[config.mk]
export PLATFORM = sky130hd
export DESIGN_NAME = ffra_table
export DESIGN_NICKNAME = d
export VERILOG_FILES = /design/src/rtl/ffra_pkg.sv /design/src/rtl/ffra_table.sv
export SDC_FILE = /design/constraint.sdc
export NUM_CORES = 2
export LEC_CHECK = 0
export BUFFER_PORTS_ARGS = -buffer_cell sky130_fd_sc_hd__buf_2
export CORE_MARGIN = 2
export CORE_UTILIZATION = 35
export DETAILED_ROUTE_END_ITERATION = 12
export PLACE_DENSITY = 0.47
export SLEW_MARGIN = 30
export SYNTH_ARGS = -nofsm -noshare
export SYNTH_HDL_FRONTEND = slang
export SYNTH_SLANG_ARGS = --single-unit
[constraint.sdc]
create_clock -name clk_i -period 7.23 [get_ports clk_i]
set_input_delay 0.3615 -clock clk_i [delete_from_list [all_inputs] [get_ports clk_i]]
set_output_delay 0.3615 -clock clk_i [all_outputs]
set_load 0.01 [all_outputs]
[src/rtl/ffra_pkg.sv]
package ffra_pkg;

  localparam int unsigned ADDR_W = 32;
  localparam int unsigned DEFAULT_WORD_BYTES = 4;
  localparam int unsigned DEFAULT_MAX_SECTIONS = 64;

  typedef enum logic [2:0] {
    ST_OK        = 3'd0,
    ST_ZERO_SIZE = 3'd1,
    ST_NO_SPACE  = 3'd2,
    ST_FULL      = 3'd3,
    ST_IGNORED   = 3'd4
  } status_e;

  typedef enum logic {
    CMD_ALLOC = 1'b0,
    CMD_FREE  = 1'b1
  } cmd_e;

  typedef enum logic {
    REG_REGION_START = 1'b0,
    REG_REGION_END   = 1'b1
  } cfg_reg_e;

  typedef struct packed {
    cmd_e              command;
    logic [ADDR_W-1:0] request_size;
    logic [ADDR_W-1:0] block_address;
  } in_item_t;

  typedef struct packed {
    logic [ADDR_W-1:0] result_address;
    status_e           status;
  } out_item_t;

  typedef struct packed {
    logic [ADDR_W-1:0] base;
    logic [ADDR_W-1:0] size;
  } entry_t;

  typedef struct packed {
    logic [ADDR_W-1:0] region_start;
    logic [ADDR_W-1:0] region_end;
    logic              region_ok;
  } region_t;

endpackage

[src/rtl/ffra_table.sv]
module ffra_table #(
  parameter int unsigned Depth = 64,
  parameter int unsigned IdxW  = 6
) (
  input  logic             clk_i,
  input  logic             we_i,
  input  logic [IdxW-1:0]  waddr_i,
  input  ffra_pkg::entry_t wdata_i,
  input  logic [IdxW-1:0]  raddr_i,
  output ffra_pkg::entry_t rdata_o
);
  import ffra_pkg::*;

  entry_t mem_q [Depth];
  entry_t rdata_q;

  always_ff @(posedge clk_i) begin
    if (we_i) begin
      mem_q[waddr_i] <= wdata_i;
    end
    rdata_q <= mem_q[raddr_i];
  end

  assign rdata_o = rdata_q;

endmodule

==> qor.txt <==
# rows -> 245
Core ar. -> 445000 um^2
Status -> complete, no violations
YS warnings -> 0
CP cell instances -> buf_12 > buf_4 > buf_4 > mux4_2 > mux2i_1 > o22ai_1 > a41oi_1 > a211oi_1
Dpl hpwl -> 260000 um
Synthesized area per cell -> 23.7 um^2
Leakage -> 55.8 nW
Die X -> 672 um
Hold Vio Cnt, Final -> 0
WHS -> 82.9 ps
Ys flop type -> edfxtp_1
Synth top area share -> 0.787
Wire per inst -> 36.4 um
WP data arrival -> 3760 ps
Crit path launch type -> input port
Residual DRC -> 0
Mapped Nets -> 6676
Crit end category -> register
Most numerous cell in the Yosys netlist -> edfxtp_1
Clock buffer count from CTS -> 442
Maximum clock frequency -> 339 MHz
Drt total wl -> 490000 um
Final setup fails -> 0
Top cell family by delay on the critical path -> buffers and inverters
Post-CTS Resized -> 0
Post-synth EDFFs -> 4096
Top cells by area, synth -> edfxtp_1 (79%), mux4_2 (15%), mux2i_1 (0.86%)
Peak supply drop -> 215 uV
H-tree levels -> 5
GR Util All Layers -> 0.213
Post-synthesis sequential area ratio -> 0.795
Clock latency on the worst-skew pair -> 1000 ps
CTS Sinks -> 4160
Post-synth cell types -> 33
Final worst path period share -> 0.408
Largest net degree at the start of global routing -> 112
DR iter-0 viols -> 8564
Period minus WS final -> 2950 ps
IO buf count -> 141
Cells after Synth -> 6598
Final Slew Violations -> 0
Worst hold path type -> input port to register
Worst slew margin -> 0.267
Starting Density -> 0.351
TritonCTS clock tree -> yes
Post-DRT Antenna Nets -> 0
Worst Path Buf+Inv -> 3
RSZ-0062 raised after global routing -> false
Layout cells sized above 1 -> 0.284
Max Fanout on Critical Path -> 68
CTS clk-pin slew, worst paths -> 60 ps
Vias per inst -> 5.62
Vias in the first global route -> 77200
Mapped cell area -> 156000 um^2
Max Cap Violations -> 0
Slowest stage delay, CP -> 740 ps
Max clock buf depth -> 4
Final-layout fill cell count -> 39000
Least-Margin Pin Slew -> 1100 ps
Number of detailed-route iterations in the first pass -> 7
Final nets -> 7212
Crit-path slowest cell -> buf_4
DIE AREA -> 452000 um^2
Layout area overhead -> 15.5%
Number of I/O pins -> 142
Worst Path Required -> 8040 ps
Commonest cells post-synth -> edfxtp_1 (4096), mux4_2 (1024), buf_2 (170), a22oi_1 (168), clkbuf_1 (140)
Setup TNS -> 0 ps
CTS Root Cell -> clkbuf_16
WS Path Type -> input port to register
Power Dens Cells -> 284 nW/um^2
DR vias -> 75600
Clock skew -> 43.0 ps
Global-route wire length before repair -> 663000 um
Initial antenna violation count -> 71
Synth area leader -> edfxtp_1
Chip height -> 672 um
Top cell by count, worst path -> buf_4
GP Congestion -> 0.742
Grt ovf -> 0
Async SR Flop Fraction -> 0
Synthesized flop and latch total -> 4160
-- sequential cells by signal, summed over array words and instances, names as in the netlist --
signal   flops
mem_q     4096
rdata_o     64
-- cells by family after synthesis --
logic type	count (synthesis)	share of synthesized area
mux	1159	0.156
buf+inv	389	0.0118
simple gates	386	0.0124
flops	4160	0.795
compound gates	504	0.0248
-- path summary, 6_finish.rpt --
| path | from | endpoint | slack (ps) | depth (start not counted) |
|---|---|---|---|---|
| setup / recovery | raddr_i[0] | rdata_o[36] | 4280 | 8 |
| hold / removal | wdata_i[20] | mem_q[10][20] | 80 | 2 |
| setup reg to reg | mem_q[11][44] | rdata_o[44] | 4950 | 5 |
| hold reg to reg | mem_q[39][14] | rdata_o[14] | 830 | 4 |
-- layer usage --
layer / GRT usage / share of wire / wire length (um) / up-vias
met4: 0.0544 / 0.026 / 12900 / 8
met3: 0.0255 / 0.058 / 28300 / 608
met5: 0 / 0.00011 / 54 / -
met2: 0.355 / 0.49 / 240000 / 2733
li1: - / - / - / 29600
met1: 0.300 / 0.43 / 208000 / 42600
-- through the flow --
stage	power, mW	utilization	area (um^2)	setup slack (ps)	cells
4_1_cts	51.7	0.404	180000	4190	13400
3_3_place_gp	29.7	0.372	165000	3150	12500
3_5_place_dp	29.8	0.373	166000	3110	12600
2_1_floorplan	28.5	-	156000	1430	6598
6_report	51.2	0.406	181000	4280	13400
5_1_grt	52.7	0.406	181000	4080	13400
-- layout make-up --
class | count | area [um^2] | area share
sequential | 4160 | 124000 | 0.688
multi-input combinational | 2049 | 30800 | 0.171
clock buffer | 606 | 12000 | 0.0667
tap | 5928 | 7420 | 0.0411
timing repair buffer | 462 | 4040 | 0.0224
clock inverter | 207 | 1890 | 0.0105
inverter | 19 | 71.3 | 0.000395
antenna | 17 | 42.5 | 0.000236
-- report_power, final --
| group | switching (mW) | internal [mW] | total (mW) |
|---|---|---|---|
| Clock | 9.44 | 12.5 | 22.0 |
| Sequential | 0.134 | 26.7 | 26.8 |
| Combinational | 1.52 | 0.866 | 2.39 |
| Total | 11.1 | 40.1 | 51.2 |
-- repair_timing --
action                    CTS  global route
hold buffers               11            50
setup buffers               0             0
hold endpoints to repair  523          3200
-- layout by cell type (no fill, tap or decap), types with 54 or more instances in the layout --
master | Yosys | routed
a211oi_1 | 63 | 61
a22o_1 | 88 | 88
a22oi_1 | 168 | 168
and3_1 | 64 | 64
buf_2 | 170 | 81
buf_4 | 34 | 264
clkbuf_1 | 140 | 132
clkbuf_16 | 0 | 446
clkinv_1 | 0 | 85
clkinv_2 | 0 | 65
dfxtp_1 | 64 | 64
dlygate4sd3_1 | 0 | 61
edfxtp_1 | 4096 | 4096
mux2i_1 | 135 | 135
mux4_2 | 1024 | 1024
nand2_1 | 58 | 54
nor2_4 | 0 | 65
o22ai_1 | 83 | 83
Note: power is estimated with default switching activity, not from simulation.
