[config.mk]
export PLATFORM = sky130hd
export DESIGN_NAME = ffra_ctrl
export DESIGN_NICKNAME = d
export VERILOG_FILES = /design/src/rtl/ffra_pkg.sv /design/src/rtl/ffra_ctrl.sv
export SDC_FILE = /design/constraint.sdc
export NUM_CORES = 1
export LEC_CHECK = 0
export ABC_AREA = 1
export BUFFER_PORTS_ARGS = -buffer_cell sky130_fd_sc_hd__buf_2
export CAP_MARGIN = 25
export CELL_PAD_IN_SITES_DETAIL_PLACEMENT = 0
export CELL_PAD_IN_SITES_GLOBAL_PLACEMENT = 1
export CORE_MARGIN = 4
export CORE_UTILIZATION = 39
export CTS_CLUSTER_DIAMETER = 100
export DETAILED_ROUTE_END_ITERATION = 6
export PLACE_DENSITY_LB_ADDON = 0.1
export SYNTH_ARGS = -nofsm -noshare
export SYNTH_HDL_FRONTEND = slang
export SYNTH_SLANG_ARGS = --single-unit
[constraint.sdc]
create_clock -name clk_i -period 5.2 [get_ports clk_i]
set_clock_uncertainty 0.15 [all_clocks]
set_input_delay 0.52 -clock clk_i [delete_from_list [all_inputs] [get_ports clk_i]]
set_output_delay 0.52 -clock clk_i [all_outputs]
set_load 0.005 [all_outputs]
[src/rtl/ffra_pkg.sv]
package ffra_pkg;

  localparam int unsigned ADDR_W = 32;
  localparam int unsigned DEFAULT_WORD_BYTES = 4;
  localparam int unsigned DEFAULT_MAX_SECTIONS = 64;

  typedef enum logic [2:0] {
    ST_OK        = 3'd0,
    ST_ZERO_SIZE = 3'd1,
    ST_NO_SPACE  = 3'd2,
    ST_FULL      = 3'd3,
    ST_IGNORED   = 3'd4
  } status_e;

  typedef enum logic {
    CMD_ALLOC = 1'b0,
    CMD_FREE  = 1'b1
  } cmd_e;

  typedef enum logic {
    REG_REGION_START = 1'b0,
    REG_REGION_END   = 1'b1
  } cfg_reg_e;

  typedef struct packed {
    cmd_e              command;
    logic [ADDR_W-1:0] request_size;
    logic [ADDR_W-1:0] block_address;
  } in_item_t;

  typedef struct packed {
    logic [ADDR_W-1:0] result_address;
    status_e           status;
  } out_item_t;

  typedef struct packed {
    logic [ADDR_W-1:0] base;
    logic [ADDR_W-1:0] size;
  } entry_t;

  typedef struct packed {
    logic [ADDR_W-1:0] region_start;
    logic [ADDR_W-1:0] region_end;
    logic              region_ok;
  } region_t;

endpackage

[src/rtl/ffra_ctrl.sv]
module ffra_ctrl #(
  parameter int unsigned WordBytes   = 4,
  parameter int unsigned MaxSections = 64,
  parameter int unsigned IdxW        = 6,
  parameter int unsigned CntW        = 7
) (
  input  logic                       clk_i,
  input  logic                       rst_ni,
  input  logic                       init_i,
  input  ffra_pkg::region_t          region_i,
  input  logic                       start_i,
  input  ffra_pkg::in_item_t         item_i,
  output logic                       idle_o,
  output logic                       done_o,
  input  logic                       take_i,
  output ffra_pkg::out_item_t        result_o,
  output logic                       tbl_we_o,
  output logic [IdxW-1:0]            tbl_waddr_o,
  output ffra_pkg::entry_t           tbl_wdata_o,
  output logic [IdxW-1:0]            tbl_raddr_o,
  input  ffra_pkg::entry_t           tbl_rdata_i
);
  import ffra_pkg::*;

  localparam logic [ADDR_W-1:0] Hdr = ADDR_W'(2 * WordBytes);
  // Word size is a power of two, so the remainder is a mask of the low bits.
  localparam logic [ADDR_W-1:0] WordMask = ADDR_W'(WordBytes - 1);
  localparam logic [CntW-1:0] MaxCnt = CntW'(MaxSections);

  typedef enum logic [12:0] {
    S_IDLE  = 13'b0000000000001,
    S_START = 13'b0000000000010,
    S_CHECK = 13'b0000000000100,
    S_RD    = 13'b0000000001000,
    S_EVAL  = 13'b0000000010000,
    S_SHRD  = 13'b0000000100000,
    S_SHWR  = 13'b0000001000000,
    S_INS   = 13'b0000010000000,
    S_FRD   = 13'b0000100000000,
    S_FEVAL = 13'b0001000000000,
    S_FSHRD = 13'b0010000000000,
    S_FSHWR = 13'b0100000000000,
    S_DONE  = 13'b1000000000000
  } state_e;

  state_e            state_q, state_d;
  logic [CntW-1:0]   count_q, count_d;
  logic [ADDR_W-1:0] head_size_q, head_size_d;
  in_item_t          item_q, item_d;
  logic [ADDR_W-1:0] total_q, total_d;
  logic [ADDR_W:0]   nb_q, nb_d;
  logic [CntW-1:0]   idx_q, idx_d;
  logic [CntW-1:0]   j_q, j_d;
  logic [ADDR_W-1:0] p_q, p_d;
  out_item_t         res_q, res_d;

  logic [ADDR_W-1:0] word_rem;
  logic [ADDR_W+1:0] req_tot;
  logic [ADDR_W+1:0] gap_end;
  logic [ADDR_W-1:0] lim;
  logic [ADDR_W-1:0] p_calc;
  logic              has_next;

  always_comb begin
    state_d     = state_q;
    count_d     = count_q;
    head_size_d = head_size_q;
    item_d      = item_q;
    total_d     = total_q;
    nb_d        = nb_q;
    idx_d       = idx_q;
    j_d         = j_q;
    p_d         = p_q;
    res_d       = res_q;
    tbl_we_o    = 1'b0;
    tbl_waddr_o = '0;
    tbl_wdata_o = '0;
    tbl_raddr_o = '0;

    word_rem = item_q.request_size & WordMask;
    req_tot  = {2'b00, item_q.request_size}
             + ((word_rem != '0) ? {2'b00, ADDR_W'(WordBytes) - word_rem} : '0)
             + {2'b00, Hdr};
    gap_end  = {1'b0, nb_q} + {2'b00, total_q};
    has_next = (idx_q + 1'b1) < count_q;
    lim      = has_next ? tbl_rdata_i.base : region_i.region_end;
    p_calc   = item_i.block_address - Hdr;

    unique case (state_q)
      S_IDLE: begin
        if (start_i) begin
          item_d  = item_i;
          p_d     = p_calc;
          state_d = S_START;
        end
      end
      S_START: begin
        if (item_q.command == CMD_FREE) begin
          if (!region_i.region_ok || p_q < region_i.region_start ||
              p_q >= region_i.region_end) begin
            res_d   = '{result_address: '0, status: ST_IGNORED};
            state_d = S_DONE;
          end else if (p_q == region_i.region_start) begin
            res_d = '{result_address: '0,
                      status: (head_size_q == '0) ? ST_IGNORED : ST_OK};
            head_size_d = '0;
            state_d     = S_DONE;
          end else begin
            j_d     = CntW'(1);
            state_d = S_FRD;
          end
        end else if (item_q.request_size == '0) begin
          res_d   = '{result_address: '0, status: ST_ZERO_SIZE};
          state_d = S_DONE;
        end else if (!region_i.region_ok) begin
          res_d   = '{result_address: '0, status: ST_NO_SPACE};
          state_d = S_DONE;
        end else begin
          state_d = S_CHECK;
        end
      end
      S_CHECK: begin
        if (req_tot[ADDR_W+1:ADDR_W] != 2'b00) begin
          res_d   = '{result_address: '0, status: ST_NO_SPACE};
          state_d = S_DONE;
        end else begin
          total_d = req_tot[ADDR_W-1:0];
          nb_d    = {1'b0, region_i.region_start} + {1'b0, head_size_q};
          idx_d   = '0;
          state_d = S_RD;
        end
      end
      S_RD: begin
        tbl_raddr_o = IdxW'(idx_q + 1'b1);
        state_d     = S_EVAL;
      end
      S_EVAL: begin
        if (gap_end[ADDR_W+1:ADDR_W] != 2'b00) begin
          res_d   = '{result_address: '0, status: ST_NO_SPACE};
          state_d = S_DONE;
        end else if (gap_end[ADDR_W-1:0] <= lim) begin
          if (idx_q == '0 && head_size_q == '0) begin
            head_size_d = total_q;
            res_d   = '{result_address: nb_q[ADDR_W-1:0] + Hdr, status: ST_OK};
            state_d = S_DONE;
          end else if (count_q >= MaxCnt) begin
            res_d   = '{result_address: '0, status: ST_FULL};
            state_d = S_DONE;
          end else begin
            j_d     = count_q;
            state_d = (count_q > idx_q + 1'b1) ? S_SHRD : S_INS;
          end
        end else if (!has_next) begin
          res_d   = '{result_address: '0, status: ST_NO_SPACE};
          state_d = S_DONE;
        end else begin
          nb_d    = {1'b0, tbl_rdata_i.base} + {1'b0, tbl_rdata_i.size};
          idx_d   = idx_q + 1'b1;
          state_d = S_RD;
        end
      end
      // open a slot: move entries up, highest first
      S_SHRD: begin
        tbl_raddr_o = IdxW'(j_q - 1'b1);
        state_d     = S_SHWR;
      end
      S_SHWR: begin
        tbl_we_o    = 1'b1;
        tbl_waddr_o = IdxW'(j_q);
        tbl_wdata_o = tbl_rdata_i;
        j_d         = j_q - 1'b1;
        state_d     = ((j_q - 1'b1) > idx_q + 1'b1) ? S_SHRD : S_INS;
      end
      S_INS: begin
        tbl_we_o    = 1'b1;
        tbl_waddr_o = IdxW'(idx_q + 1'b1);
        tbl_wdata_o = '{base: nb_q[ADDR_W-1:0], size: total_q};
        count_d     = count_q + 1'b1;
        res_d       = '{result_address: nb_q[ADDR_W-1:0] + Hdr, status: ST_OK};
        state_d     = S_DONE;
      end
      S_FRD: begin
        tbl_raddr_o = IdxW'(j_q);
        if (j_q >= count_q) begin
          res_d   = '{result_address: '0, status: ST_IGNORED};
          state_d = S_DONE;
        end else begin
          state_d = S_FEVAL;
        end
      end
      S_FEVAL: begin
        if (tbl_rdata_i.base == p_q) begin
          state_d = S_FSHRD;
        end else begin
          j_d     = j_q + 1'b1;
          state_d = S_FRD;
        end
      end
      // close the gap: move entries down, lowest first
      S_FSHRD: begin
        tbl_raddr_o = IdxW'(j_q + 1'b1);
        if ((j_q + 1'b1) < count_q) begin
          state_d = S_FSHWR;
        end else begin
          count_d = count_q - 1'b1;
          res_d   = '{result_address: '0, status: ST_OK};
          state_d = S_DONE;
        end
      end
      S_FSHWR: begin
        tbl_we_o    = 1'b1;
        tbl_waddr_o = IdxW'(j_q);
        tbl_wdata_o = tbl_rdata_i;
        j_d         = j_q + 1'b1;
        state_d     = S_FSHRD;
      end
      S_DONE: begin
        if (take_i) begin
          state_d = S_IDLE;
        end
      end
      default: state_d = S_IDLE;
    endcase

    if (init_i) begin
      count_d     = CntW'(1);
      head_size_d = '0;
    end
  end

  always_ff @(posedge clk_i or negedge rst_ni) begin
    if (!rst_ni) begin
      state_q     <= S_IDLE;
      count_q     <= CntW'(1);
      head_size_q <= '0;
    end else begin
      state_q     <= state_d;
      count_q     <= count_d;
      head_size_q <= head_size_d;
    end
  end

  always_ff @(posedge clk_i) begin
    item_q  <= item_d;
    total_q <= total_d;
    nb_q    <= nb_d;
    idx_q   <= idx_d;
    j_q     <= j_d;
    p_q     <= p_d;
    res_q   <= res_d;
  end

  assign idle_o   = (state_q == S_IDLE);
  assign done_o   = (state_q == S_DONE);
  assign result_o = res_q;

endmodule

==> results.ini <==
[routing]
ant_nets = 0
drt-total-wl_um = 98700
drtIter0Drc = 2247
drtPass1Iterations = 7
wl_per_cell_um = 24.3
drc_errors = 8
viasPerCell = 5.52
vias = 22431

[global_route]
antenna_found_initial = 2
grt.total_usage_pct = 31.9
grt_pass1_wl_um = 142000
grt_pass1_vias = 22005
grt_max_degree = 53
grt_overflow = 0

[clocking]
clk_latency_ns = 0.62
clockRootBuffer = clkbuf_16
clk_pin_slew_ns = 0.07
tritoncts = done
cts_buffers = 30
clock_path_buffers = 3
h-tree-depth = 1
clkSinkCount = 231

[power_and_ir_drop]
p_per_area_nw_per_um2 = 262
p_leak_nw = 12.6
worst_ir_drop_vdd_mv = 0.276

[synth]
ys_seq_elements = 231
yosysUniqueCellTypes = 61
syn_area_per_cell_um2 = 7.45
syn_area_um2 = 21700
synthArstFlopShare_pct = 22.5
synth_ff_type = edfxtp_1
syn-instance-count = 2918
seq_area_frac_synth_pct = 30.7
syn_nets = 3350
synth-edff-count = 179
yosysWarningCount = 0

[floorplanning]
row_count = 86
core_um2 = 55100
die_h_um = 244
start_util_pct = 39.5
dieArea_um2 = 59600
io_pins = 313
dieWidth_um = 244

[worst_setup_path]
ff2ff_path_depth = 29
cpLargestDelayFamily = simple AND/OR/NAND/NOR gates
critPathKind = reg2reg
endpoint = result_o[31]
cp.required_ns = 5.41
critical_path.startpoint = idx_q[1]
r2r_setup_slack_ns = 0.34
arrival_ns = 5.07
worstSetupEndpointType = register
crit_fanout = 17
start_kind = register
critPathBufInv = 4
reg2reg_from = idx_q[1]
crit_cells = 29
cp_common_cell = nand2_1
cpMaxStageDelayCell = edfxtp_1
rr_endpoint = result_o[31]
slowest_delay_ns = 0.40

[sta]
tightest_slew_ns = 1.04
fmax_ghz = 0.206
layout_setup_ws_ns = 0.340
relSlewSlack_pct = 30.2
setup_tns_ns = 0
hold_ws_ns = 0.0732
fin_crit_sh_pct = 93.5
drv_slew = 0
finalSetupViolations = 0
timing.final.crit_period_ns = 4.86
hold_viol_final = 0

[outcome]
status = finished, violations left
violations = design-rule violations

[final_layout]
fillCellCount = 5673
seq_area_um2 = 6680
area_growth_pct = 19.0
num_antenna_cells = 0
num-nets-final = 3724
final_common_cell = nand2_1
final_cell_mix = 650 x nand2_1, 384 x inv_1, 312 x buf_2, 248 x nor2_1, 226 x ha_1
drive_gt1_share_pct = 16.5
multi_input_area_um2 = 13300

[placement]
port_buffers = 312
gp_congestion = 1.02
dp_hpwl_um = 81900
post-place-ws_ns = 0.0932

[worst_hold_path]
hp-class = in2reg

[job]
cap_viol_max_count = 0

==> per-layer routing <==
metal | vias to the layer above | wire (µm) | GRT usage (%)
met2 | 945 | 44900 | 53.1
met3 | 173 | 7310 | 4.10
met1 | 10664 | 42100 | 42.5
li1 | 10649 | - | -
met5 | - | 0 | 0
met4 | 0 | 4270 | 11.9
==> synth_stat cells (5+ instances only) <==
master / number / area share, %
nor2_2: 14 / 0.40
a21o_1: 16 / 0.55
or2_2: 13 / 0.37
nand2_2: 12 / 0.35
xor2_1: 96 / 3.9
nand3_1: 134 / 3.1
ha_1: 229 / 13
o211ai_1: 12 / 0.41
nand4_1: 48 / 1.4
o2111ai_1: 5 / 0.20
o21bai_1: 16 / 0.55
o22ai_1: 22 / 0.63
xnor2_1: 59 / 2.4
buf_6: 15 / 0.78
a22oi_1: 5 / 0.17
clkbuf_1: 32 / 0.55
nor2_4: 5 / 0.26
inv_1: 384 / 6.6
o21ai_1: 8 / 0.18
nand3b_1: 6 / 0.21
buf_2: 8 / 0.18
o21a_1: 7 / 0.24
o221ai_1: 8 / 0.32
o31ai_1: 5 / 0.17
nor3_1: 73 / 1.7
nand2_1: 653 / 11
nor2_1: 252 / 4.4
nand3_2: 10 / 0.46
a21boi_0: 7 / 0.24
nor3_2: 9 / 0.41
edfxtp_1: 179 / 25
o21ai_0: 217 / 5.0
nor4_2: 6 / 0.35
nor4_1: 33 / 0.95
dfrtp_1: 50 / 5.8
a21oi_1: 184 / 4.2
o21ai_2: 24 / 0.97
inv_2: 12 / 0.21
a31oi_1: 15 / 0.43
==> worst min-delay path by stage <==
stage                         start         endpoint  cells after the start
floorplan                    rst_ni       count_q[1]                      0
global placement    head_size_q[16]  head_size_q[16]                      2
detailed placement   head_size_q[2]   head_size_q[2]                      2
CTS                         start_i       state_q[1]                      3
global route             item_i[31]          p_q[31]                      2
finish                      start_i       state_q[1]                      3
==> power by group <==
part	total [mW]	internal (mW)	leakage, nW	switching [mW]
sequential	2.56	2.27	2.35	0.289
combinational	2.04	0.712	9.77	1.33
clock	2.18	1.24	0.490	0.938
total	6.78	4.23	12.6	2.55
==> area by class of cell <==
| type | instances | share of cell area (%) |
|---|---|---|
| Clock buffer | 38 | 3.22 |
| Clock inverter | 18 | 0.735 |
| Inverter | 397 | 5.76 |
| Multi-Input combinational cell | 2234 | 51.5 |
| Sequential cell | 231 | 25.8 |
| Tap cell | 748 | 3.62 |
| Timing Repair Buffer | 398 | 9.39 |
==> kinds of logic after synthesis <==
kind of cell / Yosys count / synth area share (%)
buffers and inverters: 454 / 8.40
multiplexers: 1 / 0.0461
adder cells (fa/ha/maj): 233 / 13.6
AO/OA/AOI/OAI: 561 / 14.7
flip-flops: 231 / 30.7
AND/OR/NAND/NOR: 1282 / 26.2
XOR/XNOR: 156 / 6.32
==> through the flow <==
stage | util [%] | cell area (µm²) | instances | total power [mW]
finish | 47.0 | 25900 | 4064 | 6.78
global route | 47.0 | 25900 | 4064 | 7.12
CTS | 46.7 | 25700 | 4057 | 6.76
detailed placement | 44.2 | 24300 | 3964 | 4.53
global placement | 44.2 | 24300 | 3964 | 4.49
floorplan | - | 21700 | 2918 | 3.70
==> timing repair <==
action,CTS,global route
buffers inserted,0,4
gates resized for setup,0,13
hold buffers,37,0
setup endpoints to repair,0,146
hold endpoints to repair,86,0
==> sequential cells by signal, summed over array words and instances (netlist names), 13 cells and up <==
| name | count |
|---|---|
| nb_q | 33 |
| total_q | 32 |
| result_o | 35 |
| state_q | 13 |
| p_q | 32 |
| head_size_q | 32 |
| item_q | 33 |
==> worst register-to-register path: cells and delay by family (launching register included) <==
family | cells | cell delay [ns]
DFF | 1 | 0.40
adders and majority gates | 3 | 0.83
and+or+nand+nor | 20 | 2.41
buffers and inverters | 4 | 0.63
xor gates and xnor gates | 1 | 0.13
AOI/OAI and AO/OA | 1 | 0.05
No activity file was read; power rests on OpenSTA's default activity.
